`src/rtl/lcsr_pkg.sv`:
```
// Shared constants and types for the load-cell converter serial readout block.
package lcsr_pkg;

   // Default sample width of the converter.
   localparam int DATA_BITS_DEF = 24;

   // Widths fixed by the result and configuration fields.
   localparam int RAW_W    = 24;
   localparam int WEIGHT_W = 16;
   localparam int TIMER_W  = 24;
   localparam int HALF_W   = 8;
   localparam int EXTRA_W  = 2;
   localparam int CSR_IDX_W = 2;
   localparam int CSR_DATA_W = 24;

   // Configuration register values after reset.
   localparam logic [TIMER_W-1:0] TIMEOUT_RESET = 24'd1000000;
   localparam logic [HALF_W-1:0]  HALF_RESET    = 8'd1;
   localparam logic [EXTRA_W-1:0] EXTRA_RESET   = 2'd1;

   // Configuration register indexes.
   typedef enum logic [CSR_IDX_W-1:0] {
      CSR_READY_TIMEOUT = 2'd0,
      CSR_HALF_PERIOD   = 2'd1,
      CSR_EXTRA_PULSES  = 2'd2
   } csr_index_type;

   // Requested action codes; the unused code behaves as a plain tick.
   typedef enum logic [1:0] {
      ACT_TICK    = 2'd0,
      ACT_MEASURE = 2'd1,
      ACT_TARE    = 2'd2
   } action_type;

   // Division by 1000 as a multiply by a rounded-up reciprocal. The rounding
   // error times the largest 24-bit magnitude stays below 2**DIV_SHIFT, so the
   // truncated product equals the true quotient.
   localparam int  GRAM_DIVISOR = 1000;
   localparam int  DIV_SHIFT    = 34;
   localparam longint DIV_MULT_L = ((64'd1 << DIV_SHIFT) + GRAM_DIVISOR - 1) / GRAM_DIVISOR;
   localparam int  DIV_MULT_W   = 25;
   localparam logic [DIV_MULT_W-1:0] DIV_MULT = DIV_MULT_W'(DIV_MULT_L);
   localparam int  PROD_W       = RAW_W + DIV_MULT_W;
   localparam int  QUOT_W       = PROD_W - DIV_SHIFT;

   // Saturation limits of the raw sample.
   localparam logic signed [32:0] RAW_MAX = 33'sd8388607;
   localparam logic signed [32:0] RAW_MIN = -33'sd8388608;

endpackage

```
`src/rtl/load_cell_adc_serial_reader.sv`:
```
// Load-cell converter serial readout sequencer with tare offset and gram scaling.
//
//  Channel | Direction | Handshake             | Payload
//  --------+-----------+-----------------------+-------------------------------------------
//  req     | in        | req_valid / req_stall | action, dout_level (one tick per transfer)
//  rsp     | out       | rsp_valid / rsp_stall | sck_level, busy/done/status, raw, weight
//  csr     | in        | csr_valid / csr_ready | csr_index, csr_wdata
//
// One tick is taken every cycle while req_stall is low; its result is in the output register on the next cycle.
// The sequencer state advances only on a req transfer, so the pin timing counts ticks.
// The gram scaling is one 24 x 25 multiply inside that same register-to-register path.
// req_stall is high during reset and while a result waits and rsp_stall holds it back.
// Synchronous reset clears the sequencer and the tare offset and restores the
// configuration defaults; csr_ready is low during reset.
module load_cell_adc_serial_reader #(
   parameter int DATA_BITS = lcsr_pkg::DATA_BITS_DEF
) (
   input  logic                                  clock,
   input  logic                                  reset,
   input  logic                                  req_valid,
   output logic                                  req_stall,
   input  logic [1:0]                            req_action,
   input  logic                                  req_dout_level,
   output logic                                  rsp_valid,
   input  logic                                  rsp_stall,
   output logic                                  rsp_sck_level,
   output logic                                  rsp_busy_res,
   output logic                                  rsp_done_res,
   output logic                                  rsp_timed_out,
   output logic                                  rsp_was_tare,
   output logic signed [lcsr_pkg::RAW_W-1:0]     rsp_raw_value,
   output logic signed [lcsr_pkg::WEIGHT_W-1:0]  rsp_weight_grams,
   input  logic                                  csr_valid,
   output logic                                  csr_ready,
   input  logic [lcsr_pkg::CSR_IDX_W-1:0]        csr_index,
   input  logic [lcsr_pkg::CSR_DATA_W-1:0]       csr_wdata
);
   import lcsr_pkg::*;

   localparam int BITS_W = $clog2(DATA_BITS + 4);

   typedef enum logic [1:0] {
      PH_IDLE,
      PH_WAIT,
      PH_HIGH,
      PH_LOW
   } phase_type;

   // Configuration.
   logic [TIMER_W-1:0] timeout_ff;
   logic [HALF_W-1:0]  half_ff;
   logic [EXTRA_W-1:0] extra_ff;

   // Sequencer state.
   phase_type              phase_ff, phase_in;
   logic [TIMER_W-1:0]     timer_ff, timer_in;
   logic [BITS_W-1:0]      bits_ff, bits_in;
   logic [DATA_BITS-1:0]   shift_ff, shift_in;
   logic signed [RAW_W-1:0] tare_ff, tare_in;
   logic                   pend_ff, pend_in;

   // Result register.
   logic                    rsp_valid_ff;
   logic                    sck_ff, sck_in;
   logic                    busy_ff, busy_in;
   logic                    done_ff, done_in;
   logic                    tout_ff, tout_in;
   logic                    wtare_ff, wtare_in;
   logic signed [RAW_W-1:0]    raw_ff, raw_in;
   logic signed [WEIGHT_W-1:0] weight_ff, weight_in;

   logic                    req_take;
   logic                    finish;
   logic                    from_sample;
   logic [TIMER_W-1:0]      timer_inc;
   logic [TIMER_W-1:0]      half_ext;
   logic [BITS_W-1:0]       bits_inc;
   logic [BITS_W-1:0]       bits_total;
   logic signed [32:0]      sample_ext;
   logic signed [RAW_W-1:0] sample_raw;
   logic signed [RAW_W:0]   diff;
   logic [RAW_W-1:0]        diff_mag;
   logic [PROD_W-1:0]       prod;
   logic [QUOT_W-1:0]       quot;
   logic [WEIGHT_W-1:0]     quot_ext;

   assign req_stall = reset || (rsp_valid_ff && rsp_stall);
   assign req_take  = req_valid && !req_stall;
   assign csr_ready = !reset;

   assign timer_inc  = timer_ff + 1'b1;
   assign half_ext   = TIMER_W'(half_ff);
   assign bits_inc   = bits_ff + 1'b1;
   assign bits_total = BITS_W'(DATA_BITS) + BITS_W'(extra_ff);

   // Sign-extend the shifted sample and clamp it to the 24-bit result range.
   assign sample_ext = 33'($signed(shift_in));
   always_comb begin
      if (sample_ext > RAW_MAX) begin
         sample_raw = RAW_MAX[RAW_W-1:0];
      end else if (sample_ext < RAW_MIN) begin
         sample_raw = RAW_MIN[RAW_W-1:0];
      end else begin
         sample_raw = sample_ext[RAW_W-1:0];
      end
   end

   // Gram scaling: divide the magnitude, then restore the sign (truncation toward zero).
   assign diff     = {raw_in[RAW_W-1], raw_in} - {tare_ff[RAW_W-1], tare_ff};
   assign diff_mag = diff[RAW_W] ? RAW_W'(-diff) : diff[RAW_W-1:0];
   assign prod     = PROD_W'(diff_mag) * PROD_W'(DIV_MULT);
   assign quot     = prod[PROD_W-1:DIV_SHIFT];
   assign quot_ext = WEIGHT_W'(quot);

   always_comb begin
      phase_in    = phase_ff;
      timer_in    = timer_ff;
      bits_in     = bits_ff;
      shift_in    = shift_ff;
      pend_in     = pend_ff;
      tare_in     = tare_ff;
      sck_in      = 1'b0;
      finish      = 1'b0;
      from_sample = 1'b0;
      tout_in     = 1'b0;
      case (phase_ff)
         PH_IDLE: begin
            if (req_action == ACT_MEASURE || req_action == ACT_TARE) begin
               phase_in = PH_WAIT;
               timer_in = '0;
               pend_in  = (req_action == ACT_TARE);
            end
         end
         PH_WAIT: begin
            if (!req_dout_level) begin
               phase_in = PH_HIGH;
               timer_in = TIMER_W'(1);
               bits_in  = '0;
               shift_in = '0;
               sck_in   = 1'b1;
            end else begin
               timer_in = timer_inc;
               if (timer_inc >= timeout_ff) begin
                  finish  = 1'b1;
                  tout_in = 1'b1;
               end
            end
         end
         PH_HIGH: begin
            if (timer_ff >= half_ext) begin
               phase_in = PH_LOW;
               timer_in = TIMER_W'(1);
            end else begin
               timer_in = timer_inc;
               sck_in   = 1'b1;
            end
         end
         PH_LOW: begin
            if (timer_ff >= half_ext) begin
               // Data bits are sampled at the end of the low half; gain pulses are not.
               if (bits_ff < BITS_W'(DATA_BITS)) begin
                  shift_in = {shift_ff[DATA_BITS-2:0], req_dout_level};
               end
               bits_in = bits_inc;
               if (bits_inc >= bits_total) begin
                  finish      = 1'b1;
                  from_sample = 1'b1;
               end else begin
                  phase_in = PH_HIGH;
                  timer_in = TIMER_W'(1);
                  sck_in   = 1'b1;
               end
            end else begin
               timer_in = timer_inc;
            end
         end
         default: begin
            phase_in = PH_IDLE;
         end
      endcase

      raw_in    = from_sample ? sample_raw : '0;
      wtare_in  = 1'b0;
      weight_in = '0;
      if (finish) begin
         sck_in   = 1'b0;
         phase_in = PH_IDLE;
         timer_in = '0;
         bits_in  = '0;
         pend_in  = 1'b0;
         if (pend_ff) begin
            wtare_in = 1'b1;
            tare_in  = raw_in;
         end else begin
            weight_in = diff[RAW_W] ? -quot_ext : quot_ext;
         end
      end
      done_in = finish;
      busy_in = (phase_in != PH_IDLE);
   end

   always_ff @(posedge clock) begin
      if (reset) begin
         timeout_ff   <= TIMEOUT_RESET;
         half_ff      <= HALF_RESET;
         extra_ff     <= EXTRA_RESET;
         phase_ff     <= PH_IDLE;
         timer_ff     <= '0;
         bits_ff      <= '0;
         shift_ff     <= '0;
         tare_ff      <= '0;
         pend_ff      <= 1'b0;
         rsp_valid_ff <= 1'b0;
         sck_ff       <= 1'b0;
         busy_ff      <= 1'b0;
         done_ff      <= 1'b0;
         tout_ff      <= 1'b0;
         wtare_ff     <= 1'b0;
         raw_ff       <= '0;
         weight_ff    <= '0;
      end else begin
         if (csr_valid && csr_ready) begin
            case (csr_index)
               CSR_READY_TIMEOUT: timeout_ff <= TIMER_W'(csr_wdata);
               CSR_HALF_PERIOD:   half_ff    <= csr_wdata[HALF_W-1:0];
               CSR_EXTRA_PULSES:  extra_ff   <= csr_wdata[EXTRA_W-1:0];
               default: begin
               end
            endcase
         end
         if (req_take) begin
            phase_ff     <= phase_in;
            timer_ff     <= timer_in;
            bits_ff      <= bits_in;
            shift_ff     <= shift_in;
            tare_ff      <= tare_in;
            pend_ff      <= pend_in;
            rsp_valid_ff <= 1'b1;
            sck_ff       <= sck_in;
            busy_ff      <= busy_in;
            done_ff      <= done_in;
            tout_ff      <= tout_in;
            wtare_ff     <= wtare_in;
            raw_ff       <= raw_in;
            weight_ff    <= weight_in;
         end else if (!rsp_stall) begin
            rsp_valid_ff <= 1'b0;
         end
      end
   end

   assign rsp_valid        = rsp_valid_ff;
   assign rsp_sck_level    = sck_ff;
   assign rsp_busy_res     = busy_ff;
   assign rsp_done_res     = done_ff;
   assign rsp_timed_out    = tout_ff;
   assign rsp_was_tare     = wtare_ff;
   assign rsp_raw_value    = raw_ff;
   assign rsp_weight_grams = weight_ff;

`ifndef SYNTHESIS
   // A finished readout always returns the sequencer to idle.
   assert property (@(posedge clock) disable iff (reset)
      rsp_valid_ff && done_ff |-> !busy_ff && phase_ff == PH_IDLE)
      else $error("done reported while the sequencer is still busy");

   // Status flags only appear together with done.
   assert property (@(posedge clock) disable iff (reset)
      rsp_valid_ff && (tout_ff || wtare_ff) |-> done_ff)
      else $error("timeout or tare flag without done");

   // A tare readout reports no weight.
   assert property (@(posedge clock) disable iff (reset)
      rsp_valid_ff && wtare_ff |-> weight_ff == '0)
      else $error("tare readout reported a nonzero weight");

   // The serial clock is only driven high during a readout.
   assert property (@(posedge clock) disable iff (reset)
      rsp_valid_ff && sck_ff |-> busy_ff)
      else $error("serial clock high while idle");

   // The idle sequencer holds cleared counters.
   assert property (@(posedge clock) disable iff (reset)
      phase_ff == PH_IDLE |-> bits_ff == '0 && !pend_ff)
      else $error("idle sequencer with stale bit count or pending tare");
`endif

endmodule
```
`config.mk`:
```
export PLATFORM = sky130hd
export DESIGN_NAME = load_cell_adc_serial_reader
export DESIGN_NICKNAME = d
export VERILOG_FILES = /design/src/rtl/lcsr_pkg.sv /design/src/rtl/load_cell_adc_serial_reader.sv
export SDC_FILE = /design/constraint.sdc
export NUM_CORES = 1
export LEC_CHECK = 0
export BUFFER_PORTS_ARGS = -buffer_cell sky130_fd_sc_hd__buf_2
export CORE_UTILIZATION = 35
export CTS_CLUSTER_SIZE = 25
export DETAILED_ROUTE_END_ITERATION = 10
export HOLD_SLACK_MARGIN = 0.05
export PLACE_DENSITY_LB_ADDON = 0.25
export SLEW_MARGIN = 20
export SYNTH_ARGS = -nofsm -noshare
export SYNTH_HDL_FRONTEND = slang
export SYNTH_SLANG_ARGS = --single-unit
```
`constraint.sdc`:
```
create_clock -name clock -period 30.6 [get_ports clock]
set_clock_uncertainty 0.15 [all_clocks]
set_input_delay 1.53 -clock clock [delete_from_list [all_inputs] [get_ports clock]]
set_output_delay 1.53 -clock clock [all_outputs]
set_load 0.02 [all_outputs]
```
==> metrics.md, run 1 <==
| Metric | Value |
|---|---|
| Run status | finished, final reports clean |
| Seq cells post-synth | 160 |
| Syn Nets | 2,873 |
| Htree depth | 4 |
| PortBufs | 81 |
| WHS Endpoint | rsp_raw_value[6]$_SDFFE_PP0P_ |
| Async S/R FF share, synth | 0% |
| Finished Cell Area | 21,210 um^2 |
| Largest net degree at the start of global routing | 70 |
| Avg Synthesized Cell Area | 8.224 um^2 |
| Commonest non-fill, non-tap cell in the layout | inv_1 |
| VDD IR-drop max | 31.91 uV |
| Element type at the critical path end | register |
| CP startpoint kind | register |
| P_leak | 11.00 nW |
| Filler cell count in the final layout | 5,614 |
| Synth Instances | 2,358 |
| Synth top area share | 20.07% |
| Share of layout cells above drive strength 1 | 7.794% |
| Vias in the first global route | 16,280 |
| HPWL after DPL | 42.14 mm |
| Worst-margin pin slew | 1.033 ns |
| Main area contributors after synthesis | ha_1 (20%), fa_1 (18%), dfxtp_1 (17%) |
| Fin nets | 2,927 |
| Period utilisation layout | 46.90% |
| Final hold slack | 0.3034 ns |
| Slowest CP cell | o21ai_2 |
| CTS tree | built |
| DRC | 0 |
| Relative slew margins | 31.13% |
| F_max | 69.68 MHz |
| Multi-input logic area | 14,360 um^2 |
| Worst endpoint data arrival time | 14.52 ns |
| Die X | 237.4 um |
| Hold depth | 2 |
| Worst EP required | 30.77 ns |
| Post-cts sizing count | 0 |
| Setup Fix Bufs, Post-CTS | 0 |
| TritonRoute pass-1 iters | 8 |
| # setup viols final | 0 |
| DRT antenna net count | 0 |
| Initial antenna violation count | 0 |
| Cells on worst reg2reg path | 49 |
| Layout area overhead | 9.394% |
| Synth Flop Type | dfxtp_1 |
| 1st-iter DRT viols | 812 |
| Clk_lat worst skew | 0.44 ns |
| Total congestion overflow | 0 |
| Ant diodes | 0 |
| Worst min path class | register to register |
| R2R Path Start | timer_ff[0]$_SDFFE_PP0P_ |
| Min Tclk post-route | 14.35 ns |
| Num rows | 85 |
| Most frequent cells in the layout | inv_1 (426), ha_1 (311), nand2_1 (182) |
| Vias per cell | 5.244 |
| Hold_sp | rsp_raw_value[6]$_SDFFE_PP0P_ |
| Worst-path fanout max | 26 |
| Distinct cell type count after synthesis | 86 |
| Worst Path Class, Setup | register to register |
| DR vias | 16,370 |
| Die area | 56,350 um^2 |
| Routed wl met3 | 2.062 mm |
| Synthesized cell area | 19,390 um^2 |
| CP dominant cell by count | inv_1 |
| Post-synthesis sequential area ratio | 16.52% |
| Core Region | 54,240 um^2 |
| Gp weighted congestion | 0.8884 |
| WL/cell | 16.83 um |
| CTS Root Cell | clkbuf_16 |
| Max incr delay on CP | 0.85 ns |
| First-pass GRT wire length | 85.44 mm |
| Final setup TNS | 0 ns |
| Overall power | 0.4372 mW |
| Flop2flop setup slack | 16.25 ns |
| Die Ht | 237.4 um |
| CTS sink cnt | 160 |
| Starting Density | 35.75% |
| Hold Violations, Final | 0 |
| Final Max Slew Viols | 0 |
| Reg2reg end | rsp_weight_grams[13]$_SDFFE_PP0P_ |
| Reg clk slew, reported paths | 0.07 ns |
| Yosys warning total | 0 |
| EDFF count, synth | 0 |
| Total CTS buffers | 17 |
| Power Density | 20.61 nW/um^2 |
| Gr usage total | 18.91% |
| CTS max path bufs | 2 |
| RSZ-0062 raised after global routing | false |
| Total wire length | 52.52 mm |
| IO Pins | 82 |
| Met2 routed WL | 25.39 mm |
| Max Cap Viol | 0 |
| DP Area | 20,650 um^2 |
| Max layer used | met4 |
| Met1 wire length | 23.94 mm |
| Hold-fix buffers, CTS | 0 |
| Cell taking the most area after synthesis | ha_1 |
| Register area | 3203 um^2 |
-- worst max-delay path: cells and delay by family, from the launching register on --
| kind | cells | cell delay, ns |
|---|---|---|
| XOR/XNOR | 2 | 0.95 |
| AND/OR/NAND/NOR | 10 | 2.36 |
| flip-flops | 1 | 0.45 |
| AO/OA/AOI/OAI | 19 | 5.28 |
| buffers and inverters | 8 | 0.93 |
| adder cells (fa/ha/maj) | 10 | 4.10 |
-- flip-flops by register name, summed over array words and instances (netlist names), 5 cells and up --
signal	count
rsp_weight_grams	16
shift_ff	24
bits_ff	5
half_ff	8
timer_ff	24
rsp_raw_value	24
tare_ff	24
timeout_ff	24
-- final cells by class --
class                      count  area share, %
inverter                     428          7.573
multi-input combinational   1697          67.70
timing repair buffer         108          2.878
sequential                   160          15.10
tap                          696          4.105
clock inverter                13         0.5544
clock buffer                  19          2.088
-- routing by layer --
| metal | vias to the layer above | GRT usage [%] |
|---|---|---|
| met5 | - | 0 |
| met4 | 0 | 5.630 |
| met3 | 52 | 2.427 |
| met2 | 311 | 32.65 |
| met1 | 7948 | 24.51 |
| li1 | 8057 | - |
-- cell families (layout without fill, tap and decap cells) --
family	Yosys count	count (layout)	synth area share (%)
compound gates	492	492	16.39
xor+xnor	82	82	3.703
fa+ha+maj	482	482	37.67
flops	160	160	16.52
buf+inv	501	568	9.788
mux	11	11	0.5678
simple gates	630	630	15.36
-- worst max-delay path by stage --
stage	to	from	cells past startpoint
5_1_grt	rsp_weight_grams[11]$_SDFFE_PP0P_	timer_ff[0]$_SDFFE_PP0P_	49
4_1_cts	rsp_weight_grams[13]$_SDFFE_PP0P_	timer_ff[0]$_SDFFE_PP0P_	49
2_1_floorplan	rsp_weight_grams[13]$_SDFFE_PP0P_	timer_ff[0]$_SDFFE_PP0P_	49
6_report	rsp_weight_grams[13]$_SDFFE_PP0P_	timer_ff[0]$_SDFFE_PP0P_	49
3_5_place_dp	rsp_weight_grams[13]$_SDFFE_PP0P_	timer_ff[0]$_SDFFE_PP0P_	49
3_3_place_gp	rsp_weight_grams[13]$_SDFFE_PP0P_	timer_ff[0]$_SDFFE_PP0P_	49
-- Yosys cell counts, types with 14 or more instances --
master,n
clkbuf_1,55
inv_1,426
and2_1,20
and3_1,14
fa_1,170
dfxtp_1,160
o211ai_1,16
nand2_1,183
a21oi_1,157
o21ai_0,104
xnor2_1,50
nor3_1,55
buf_1,14
a21o_1,35
nand3_1,48
xor2_1,32
a31oi_1,14
a22oi_1,44
nor2_1,181
or3_1,19
nand4_1,34
ha_1,311
nand2b_1,14
-- metrics by stage --
step	setup WS [ns]	cells	utilization [%]
after floorplan	18.34	2358	-
after global placement	16.61	3089	38.08
after detailed placement	16.43	3089	38.08
after CTS	16.36	3121	39.11
after global routing	15.38	3121	39.11
final	16.25	3121	39.11
-- report_power, final --
part	internal (mW)	switching (mW)
combinational	0.00603	0.0136
clock	0.109	0.0977
sequential	0.210	0.00109
total	0.325	0.112
Power figures use the tool's default switching activity.
==> run 2: changes to the inputs <==
==> constraint.sdc (replaced) <==
create_clock -name clock -period 13.83 [get_ports clock]
set_clock_uncertainty 0.15 [all_clocks]
set_input_delay 0.6915 -clock clock [delete_from_list [all_inputs] [get_ports clock]]
set_output_delay 0.6915 -clock clock [all_outputs]
set_load 0.02 [all_outputs]
==> run 2 against run 1 <==
  * Setup slack got worse by 16 ns
  * First-iteration DRC count rose by 7.4%
  * Global-route usage rose by 0.085 points
  * Cell count rose by 0.61%
  * Sequential cell count did not move
==> metrics.md, run 2 (synthesized netlist as in run 1, its figures left out) <==
| Metric | Value |
|---|---|
| Min Tclk post-route | 13.13 ns (was 14.35 ns) |
| Htree depth | 4 (unchanged) |
| Slowest CP cell | a2111oi_1 (was o21ai_2) |
| Ant diodes | 0 (unchanged) |
| F_max | 76.19 MHz (was 69.68 MHz) |
| Initial antenna violation count | 0 (unchanged) |
| Worst-margin pin slew | 1.073 ns (was 1.033 ns) |
| R2R Path Start | timer_ff[0]$_SDFFE_PP0P_ (unchanged) |
| Vias in the first global route | 16,040 (was 16,280) |
| Overall power | 1.010 mW (was 0.4372 mW) |
| Run status | finished, final reports clean (unchanged) |
| Total wire length | 52.78 mm (was 52.52 mm) |
| Filler cell count in the final layout | 5,610 (was 5,614) |
| Worst EP required | 13.99 ns (was 30.77 ns) |
| Element type at the critical path end | register (unchanged) |
| Worst min path class | register to register (unchanged) |
| CTS max path bufs | 2 (unchanged) |
| First-pass GRT wire length | 85.87 mm (was 85.44 mm) |
| Clk_lat worst skew | 0.43 ns (was 0.44 ns) |
| CP startpoint kind | register (unchanged) |
| Most frequent cells in the layout | inv_1 (426), ha_1 (311), nand2_1 (181) (was inv_1 (426), ha_1 (311), nand2_1 (182)) |
| Hold_sp | timeout_ff[13]$_SDFFE_PP0P_ (was rsp_raw_value[6]$_SDFFE_PP0P_) |
| Starting Density | 35.75% (unchanged) |
| Post-Layout Cell Count | 3,140 (was 3,121) |
| Final WS setup | 0.7046 ns (was 16.25 ns) |
| Commonest non-fill, non-tap cell in the layout | inv_1 (unchanged) |
| P_leak | 11.11 nW (was 11.00 nW) |
| Worst endpoint data arrival time | 13.28 ns (was 14.52 ns) |
| Final hold slack | 0.3062 ns (was 0.3034 ns) |
| Max incr delay on CP | 0.59 ns (was 0.85 ns) |
| CTS Root Cell | clkbuf_16 (unchanged) |
| Reg clk slew, reported paths | 0.06 ns (was 0.07 ns) |
| Hold Violations, Final | 0 (unchanged) |
| Worst Path Class, Setup | register to register (unchanged) |
| IO Pins | 82 (unchanged) |
| Pre-CTS WS | -0.1708 ns (was 16.43 ns) |
| Relative slew margins | 27.68% (was 31.13%) |
| HPWL after DPL | 43.04 mm (was 42.14 mm) |
| DRT antenna net count | 0 (unchanged) |
| Power Density | 47.05 nW/um^2 (was 20.61 nW/um^2) |
| Total CTS buffers | 17 (unchanged) |
| Core Region | 54,240 um^2 (unchanged) |
| Gp weighted congestion | 0.8519 (was 0.8884) |
| Vias per cell | 5.175 (was 5.244) |
| WHS Endpoint | timeout_ff[13]$_SDFFE_PP0P_ (was rsp_raw_value[6]$_SDFFE_PP0P_) |
| Worst-path fanout max | 7 (was 26) |
| Final core utilization | 39.60% (was 39.11%) |
| Period utilisation layout | 94.91% (was 46.90%) |
| Share of layout cells above drive strength 1 | 8.797% (was 7.794%) |
| Max Cap Viol | 0 (unchanged) |
| CP dominant cell by count | inv_1 (unchanged) |
| Num rows | 85 (unchanged) |
| Die area | 56,350 um^2 (unchanged) |
| Total congestion overflow | 0 (unchanged) |
| Hold-fix buffers, CTS | 0 (unchanged) |
| Flop2flop setup slack | 0.70 ns (was 16.25 ns) |
| Largest net degree at the start of global routing | 74 (was 70) |
| Final Max Slew Viols | 0 (unchanged) |
| 1st-iter DRT viols | 872 (was 812) |
| PortBufs | 81 (unchanged) |
| CTS tree | built (unchanged) |
| WL/cell | 16.81 um (was 16.83 um) |
| Reg2reg end | rsp_weight_grams[13]$_SDFFE_PP0P_ (unchanged) |
| TritonRoute pass-1 iters | 6 (was 8) |
| Die Ht | 237.4 um (unchanged) |
| DRC | 0 (unchanged) |
| Gr usage total | 18.99% (was 18.91%) |
| Die X | 237.4 um (unchanged) |
| DR vias | 16,250 (was 16,370) |
| Placed insts | 3,106 (was 3,089) |
| VDD IR-drop max | 108.7 uV (was 31.91 uV) |
| Hold depth | 2 (unchanged) |
| Fin nets | 2,947 (was 2,927) |
| # setup viols final | 0 (unchanged) |
| CTS sink cnt | 160 (unchanged) |
| Layout area overhead | 10.75% (was 9.394%) |
| Cells on worst reg2reg path | 50 (was 49) |
run 2: stage by stage:
| stage | setup TNS, ns | instance area (um^2) |
|---|---|---|
| floorplan | 0 | 19390 |
| global placement | 0 | 20740 |
| detailed placement | -0.4937 | 20740 |
| CTS | 0 | 21360 |
| global route | -0.6793 | 21480 |
| finish | 0 | 21480 |
run 2: worst max-delay path, delay by kind of cell (launching register included):
kind | cells | cell delay (ns)
buffers and inverters | 7 | 0.40
AND/OR/NAND/NOR | 13 | 3.07
AO/OA/AOI/OAI | 16 | 3.81
flip-flops | 1 | 0.45
multiplexers | 1 | 0.22
adder cells (fa/ha/maj) | 11 | 4.41
XOR/XNOR | 2 | 0.48
run 2: area by class of cell:
| cell class | instances | area [um^2] | share of cell area, % |
|---|---|---|---|
| Timing Repair Buffer | 128 | 773.2 | 3.600 |
| Clock buffer | 18 | 429.2 | 1.998 |
| Sequential cell | 160 | 3203 | 14.91 |
| Clock inverter | 13 | 188.9 | 0.8797 |
| Multi-Input combinational cell | 1697 | 14410 | 67.07 |
| Inverter | 428 | 1607 | 7.480 |
| Tap cell | 696 | 870.8 | 4.055 |
run 2: timing repair:
action | in CTS | in global routing
resized for setup | 2 | 18
pin swaps | 0 | 1
setup buffers | 0 | 3
setup endpoints to repair | 6 | 14
run 2: report_power, final:
part	leakage (nW)	internal, mW	switching [mW]
clock network	0.296	0.302	0.198
registers	1.29	0.464	0.00197
logic	9.53	0.0138	0.0306
total	11.1	0.780	0.231
run 2: worst max-delay path by stage:
stage                        startpoint                                 to  cells past startpoint
6_report       timer_ff[0]$_SDFFE_PP0P_  rsp_weight_grams[13]$_SDFFE_PP0P_                     50
5_1_grt        timer_ff[0]$_SDFFE_PP0P_  rsp_weight_grams[15]$_SDFFE_PP0P_                     48
4_1_cts        timer_ff[0]$_SDFFE_PP0P_  rsp_weight_grams[13]$_SDFFE_PP0P_                     49
3_5_place_dp   timer_ff[0]$_SDFFE_PP0P_  rsp_weight_grams[13]$_SDFFE_PP0P_                     49
3_3_place_gp   timer_ff[0]$_SDFFE_PP0P_  rsp_weight_grams[13]$_SDFFE_PP0P_                     49
2_1_floorplan  timer_ff[0]$_SDFFE_PP0P_  rsp_weight_grams[13]$_SDFFE_PP0P_                     49
run 2: routing by layer:
metal  vias up  global-route usage [%]  wire length [um]
met5         -                       0                 0
met4         0                   4.145               842
met3        37                   2.265              1803
met2       280                   32.82             25670
met1      7832                   25.27             24460
li1       8101                       -                 -
